===== src/hw/rtl/dbtq_pkg.sv =====
// Types and constants shared by the deduplicating task queue modules.
// No dependencies.
package dbtq_pkg;

   localparam int KEY_FIELD_W = 64;
   localparam int QCOUNT_W    = 7;
   localparam int ACOUNT_W    = 4;
   localparam int CSR_INDEX_W = 4;
   localparam int CSR_DATA_W  = 7;

   localparam logic [CSR_INDEX_W-1:0] CSR_CAPACITY       = 4'd0;
   localparam logic [CSR_INDEX_W-1:0] CSR_DEFAULT_POLICY = 4'd1;

   localparam logic [CSR_DATA_W-1:0] CAPACITY_RESET = 7'd64;

   typedef enum logic [2:0] {
      OP_ENQUEUE,
      OP_POP,
      OP_FINISH,
      OP_CLEAR,
      OP_STOP
   } op_type;

   typedef enum logic [1:0] {
      POL_DROP_NEWEST,
      POL_DROP_OLDEST,
      POL_ADMIT,
      POL_DEFAULT
   } policy_type;

   typedef enum logic [2:0] {
      STAT_DONE,
      STAT_DUPLICATE,
      STAT_FULL_REJECTED,
      STAT_STOPPED,
      STAT_EMPTY,
      STAT_ACTIVE_FULL
   } status_type;

   typedef enum logic [1:0] {
      KIND_NONE,
      KIND_POPPED,
      KIND_EVICTED
   } kind_type;

   typedef enum logic [2:0] {
      ST_IDLE,
      ST_EXEC,
      ST_QSCAN,
      ST_ASCAN,
      ST_APPEND,
      ST_POP,
      ST_FINISH,
      ST_RESP
   } state_type;

   typedef struct packed {
      op_type                 op;
      logic [KEY_FIELD_W-1:0] task_key;
      policy_type             policy;
   } req_type;

   typedef struct packed {
      status_type             status;
      kind_type               out_kind;
      logic [KEY_FIELD_W-1:0] out_key;
      logic [QCOUNT_W-1:0]    queue_count;
      logic [ACOUNT_W-1:0]    active_count;
      logic                   stopped_flag;
   } rsp_type;

   typedef struct packed {
      logic lookup;
      logic finish;
      logic insert;
   } act_cmd_type;

   typedef struct packed {
      logic done;
      logic hit;
      logic full;
   } act_stat_type;

endpackage


===== src/hw/rtl/dbtq_active_table.sv =====
// Active key table: key memory, valid bits, count and serial key search.
// Depends on dbtq_pkg.
module dbtq_active_table #(
   parameter int ACTIVE_DEPTH = 8,
   parameter int KEY_WIDTH    = 64,
   parameter int AW           = $clog2(ACTIVE_DEPTH + 1)
) (
   input  logic                   clock,
   input  logic                   reset,
   input  dbtq_pkg::act_cmd_type  cmd,
   input  logic [KEY_WIDTH-1:0]   key,
   output dbtq_pkg::act_stat_type stat,
   output logic [AW-1:0]          count
);
   import dbtq_pkg::*;

   localparam int IW = (ACTIVE_DEPTH > 1) ? $clog2(ACTIVE_DEPTH) : 1;

   logic [KEY_WIDTH-1:0]    act_mem [ACTIVE_DEPTH];
   logic [KEY_WIDTH-1:0]    rdata_ff;
   logic [ACTIVE_DEPTH-1:0] valid_ff, valid_in;
   logic [AW-1:0]           cnt_ff, cnt_in;
   logic [IW-1:0]           idx_ff, idx_in;
   logic [IW-1:0]           cmp_idx_ff, cmp_idx_in;
   logic                    scan_ff, scan_in;
   logic                    cmp_v_ff, cmp_v_in;
   logic                    cmp_last_ff, cmp_last_in;
   logic                    fin_ff, fin_in;
   logic                    hit_ff, hit_in;
   logic                    done_ff, done_in;
   logic [IW-1:0]           free_idx;
   logic                    key_hit;

   always_comb begin
      free_idx = '0;
      for (int i = ACTIVE_DEPTH - 1; i >= 0; i--) begin
         if (!valid_ff[i]) begin
            free_idx = IW'(i);
         end
      end
   end

   assign key_hit = cmp_v_ff && valid_ff[cmp_idx_ff] && (rdata_ff == key);

   always_comb begin
      valid_in    = valid_ff;
      cnt_in      = cnt_ff;
      idx_in      = idx_ff;
      scan_in     = scan_ff;
      fin_in      = fin_ff;
      hit_in      = hit_ff;
      cmp_v_in    = 1'b0;
      cmp_idx_in  = idx_ff;
      cmp_last_in = (idx_ff == IW'(ACTIVE_DEPTH - 1));
      done_in     = cmp_v_ff && cmp_last_ff;
      if (cmd.lookup || cmd.finish) begin
         scan_in = 1'b1;
         idx_in  = '0;
         hit_in  = 1'b0;
         fin_in  = cmd.finish;
      end
      if (scan_ff) begin
         cmp_v_in = 1'b1;
         idx_in   = idx_ff + IW'(1);
         if (cmp_last_in) begin
            scan_in = 1'b0;
         end
      end
      if (key_hit) begin
         hit_in = 1'b1;
         if (fin_ff) begin
            valid_in[cmp_idx_ff] = 1'b0;
            cnt_in               = cnt_ff - AW'(1);
         end
      end
      if (cmd.insert) begin
         valid_in[free_idx] = 1'b1;
         cnt_in             = cnt_ff + AW'(1);
      end
   end

   always_ff @(posedge clock) begin
      if (cmd.insert) begin
         act_mem[free_idx] <= key;
      end
      rdata_ff <= act_mem[idx_ff];
   end

   always_ff @(posedge clock) begin
      if (reset) begin
         valid_ff <= '0;
         cnt_ff   <= '0;
         scan_ff  <= 1'b0;
         cmp_v_ff <= 1'b0;
         done_ff  <= 1'b0;
      end else begin
         valid_ff <= valid_in;
         cnt_ff   <= cnt_in;
         scan_ff  <= scan_in;
         cmp_v_ff <= cmp_v_in;
         done_ff  <= done_in;
      end
   end

   always_ff @(posedge clock) begin
      idx_ff      <= idx_in;
      cmp_idx_ff  <= cmp_idx_in;
      cmp_last_ff <= cmp_last_in;
      fin_ff      <= fin_in;
      hit_ff      <= hit_in;
   end

   assign stat.done = done_ff;
   assign stat.hit  = hit_ff;
   assign stat.full = &valid_ff;
   assign count     = cnt_ff;

endmodule


===== config.mk =====
export PLATFORM = sky130hd
export DESIGN_NAME = dbtq_active_table
export DESIGN_NICKNAME = d
export VERILOG_FILES = /design/src/hw/rtl/dbtq_pkg.sv /design/src/hw/rtl/dbtq_active_table.sv
export SDC_FILE = /design/constraint.sdc
export NUM_CORES = 1
export LEC_CHECK = 0
export ABC_AREA = 1
export ABC_CLOCK_PERIOD_IN_PS = 5300
export BUFFER_PORTS_ARGS = -buffer_cell sky130_fd_sc_hd__buf_2
export CAP_MARGIN = 20
export CORE_MARGIN = 4
export CORE_UTILIZATION = 55
export CTS_CLUSTER_SIZE = 24
export DETAILED_ROUTE_END_ITERATION = 8
export GPL_ROUTABILITY_DRIVEN = 0
export PLACE_DENSITY = 0.72
export SYNTH_ARGS = -nofsm -noshare
export SYNTH_HDL_FRONTEND = slang
export SYNTH_SLANG_ARGS = --single-unit

===== constraint.sdc =====
create_clock -name clock -period 5.3 [get_ports clock]
set_input_delay 0.795 -clock clock [delete_from_list [all_inputs] [get_ports clock]]
set_output_delay 0.795 -clock clock [all_outputs]
set_load 0.005 [all_outputs]

==> results.sh <==
export IMPL_endpoint_kind="register"
export IMPL_yosysSeqAreaShare_pct=71.9
export IMPL_drc_errors=0
export IMPL_cp_max_fo=65
export IMPL_status="complete, no violations"
export IMPL_async_flop_share_pct=0
export IMPL_routed_wl_um=53500
export IMPL_nets=2237
export IMPL_syn_area_um2=23900
export IMPL_synth_warnings=0
export IMPL_dr_pass1_iters=5
export IMPL_track_usage_pct=22.6
export IMPL_cp_required_ps=5510
export IMPL_yosys_area_top_type="edfxtp_1"
export IMPL_core_rowCount=76
export IMPL_finalSetupViolCount=0
export IMPL_vias=15516
export IMPL_path_cells="inv_1 > a21oi_1 > o21ai_0 > nand2_1 > nand2_1 > nand2_1 > inv_1 > nor2_4 > buf_4"
export IMPL_grt_pass1_vias=14946
export IMPL_clock_path_buffers=3
export IMPL_internal_power_mw=8.22
export IMPL_drive_gt1_share_pct=9.05
export IMPL_cts_sinks=600
export IMPL_cts_resized=0
export IMPL_maxCapViolCount=0
export IMPL_tightest_slew_ps=1120
export IMPL_rsz0062_at_grt="false"
export IMPL_r2r_start="valid_ff[5]"
export IMPL_synth_edf_count=516
export IMPL_post_cts_buffers=0
export IMPL_pwr_share_comb_pct=12.6
export IMPL_whs_ps=392
export IMPL_timing_rr_end="act_mem[0][10]"
export IMPL_synth_net_count=2180
export IMPL_timing_hold_violations_final=0
export IMPL_final_cells=2798
export IMPL_ys_ff_latch=600
export IMPL_grt_start_max_net_pins=130
export IMPL_ff2ff_path_depth=9
export IMPL_slew_viol_final=0
export IMPL_die_area_um2=46900
export IMPL_grt_overflow=0
export IMPL_dpl_hpwl_um=29500
export IMPL_hold_path_depth=1
export IMPL_htreeDepth=2
export IMPL_hold_start="cmd[1]"
export IMPL_antenna_found_initial=6
export IMPL_numCtsBuffers=57
export IMPL_dr_first_iter_drc_count=1407
export IMPL_max_slew_margin_rel_pct=25.1
export IMPL_coreArea_um2=43000
export IMPL_slowest_delay_ps=850
export IMPL_synth_most_common_cell="nor2_1"
export IMPL_synth_commonest_cells="nor2_1, edfxtp_1, o21ai_0"
export IMPL_power_total_mw=11.0
export IMPL_period_minus_slack_ps=2800
export IMPL_min_delay_worst_endpoint="fin_ff"
export IMPL_postSynthAreaPerCell_um2=11.3
export IMPL_swShare_pct=25.0
export IMPL_syn_to_final_growth_pct=12.1
export IMPL_clkTransAtPathRegs_ps=60
export IMPL_grt_pass1_wl_um=83600
export IMPL_initial_core_util_pct=55.6
export IMPL_ios=76
export IMPL_syn_inst=2106
export IMPL_synthTopCellsByArea="edfxtp_1, nor2_1, dfxtp_1"
export IMPL_power_share_clock_pct=37.6
export IMPL_start_kind="register"
export IMPL_crit_top_cell="nand2_1"
export IMPL_antenna_left=0
export IMPL_cp_slowest_cell="buf_4"
export IMPL_die_w_um=216
export IMPL_leakage_nw=9.82
export IMPL_worstHoldPathType="input port to register"
export IMPL_fmax_mhz=357
export IMPL_worst_endpoint_arrival_ps=3010
export IMPL_netlist_area_leader_share_pct=64.8
export IMPL_crit_type="register to register"
export IMPL_seq_power_share_pct=49.8
export IMPL_root_buffer="clkbuf_16"
export IMPL_die_y_um=216
export IMPL_ctsHoldBuffers=0
export IMPL_via_per_inst=5.55
export IMPL_ys_flop_type="edfxtp_1"
export IMPL_synth_distinct_cells=37
export IMPL_place_inst=2684
export IMPL_p_per_area_nw_per_um2=409
export IMPL_fin_skew_ps=12.2
export IMPL_cts_tree="yes"
export IMPL_p_switching_mw=2.74
export IMPL_wl_per_cell_um=19.1
export IMPL_fin_crit_sh_pct=52.9
export IMPL_fin_util_pct=62.3
export IMPL_clk_latency_ps=600
export IMPL_numPortBuffers=75
export IMPL_vdd_drop_max_mv=0.295
export IMPL_tns_ps=0
export IMPL_r2r_slack_ps=2500
## placed cells by master, fill, tap and decap left out, types with 5 or more instances in the layout
| master | instances |
|---|---|
| a21oi_1 | 16 |
| a31oi_1 | 64 |
| buf_16 | 6 |
| buf_2 | 75 |
| buf_4 | 17 |
| bufinv_16 | 7 |
| clkbuf_1 | 21 |
| clkbuf_16 | 59 |
| clkbuf_8 | 5 |
| clkinv_1 | 6 |
| clkinv_2 | 7 |
| dfxtp_1 | 84 |
| edfxtp_1 | 516 |
| inv_1 | 125 |
| nand2_1 | 251 |
| nand3_1 | 10 |
| nor2_1 | 549 |
| nor2_4 | 9 |
| o21ai_0 | 258 |
| o21ai_1 | 9 |
| o22ai_1 | 64 |
| xnor2_1 | 7 |
| xor2_1 | 13 |
## sequential cells by signal (all words and copies together) (netlist names)
signal	cells
hit_ff	1
cmp_v_ff	1
act_mem	512
count	4
valid_ff	8
fin_ff	1
scan_ff	1
cmp_last_ff	1
done_ff	1
rdata_ff	64
cmp_idx_in	3
cmp_idx_ff	3
## stage by stage
| stage | area (µm²) | worst slack (ps) |
|---|---|---|
| floorplan | 23900 | 847 |
| global placement | 24700 | 2170 |
| detailed placement | 24700 | 2200 |
| CTS | 26600 | 2420 |
| global route | 26800 | 2280 |
| finish | 26800 | 2500 |
## power groups by stage
| stage | Combinational [mW] | Sequential, mW | Clock, mW |
|---|---|---|---|
| 5_1_grt | 1.55 | 5.47 | 4.39 |
| 3_5_place_dp | 1.35 | 5.55 | 0 |
| 4_1_cts | 1.36 | 5.46 | 4.18 |
| 6_report | 1.38 | 5.46 | 4.12 |
| 3_3_place_gp | 1.31 | 5.55 | 0 |
| 2_1_floorplan | 0.934 | 5.53 | 0 |
## routing by layer
layer  share of wire (%)  global-route usage, %  vias to the layer above
li1                    -                      -                     7389
met1                  42                   31.0                     7478
met2                  49                   37.4                      545
met3                 6.8                   3.80                       98
met4                 2.4                   7.34                        6
met5               0.064                      0                        -
## layout make-up
type | count | area [µm²]
Clock buffer | 85 | 1620
Inverter | 130 | 498
Multi-Input combinational cell | 1274 | 5770
Fill cell | 3302 | 16200
Clock inverter | 21 | 277
Tap cell | 585 | 732
Timing Repair Buffer | 100 | 708
Sequential cell | 600 | 17200
Antenna cell | 3 | 7.51
## critical path: cells and delay by family, from the launching register on
family          cells  cell delay (ps)
simple gates        4              630
flops               1              380
buf+inv             3             1140
compound gates      2              200
## worst max path at each step
stage	from	end	cells past startpoint	slack, ps
after floorplan	cmd[0]	act_mem[6][0]	4	850
after detailed placement	cmd[0]	act_mem[7][56]	6	2200
after global placement	cmd[0]	act_mem[2][20]	6	2170
final	valid_ff[5]	act_mem[0][10]	9	2500
after global routing	valid_ff[5]	act_mem[0][10]	9	2280
after CTS	cmp_idx_in[0]	cmp_idx_in[2]	6	2420
## cells by family after synthesis
logic type / Yosys count / share of synthesized area, %
buf+inv: 232 / 4.26
simple gates: 833 / 13.4
compound gates: 416 / 9.46
flops: 600 / 71.9
xor+xnor: 20 / 0.733
fa+ha+maj: 5 / 0.293
Power figures use the tool's default switching activity.
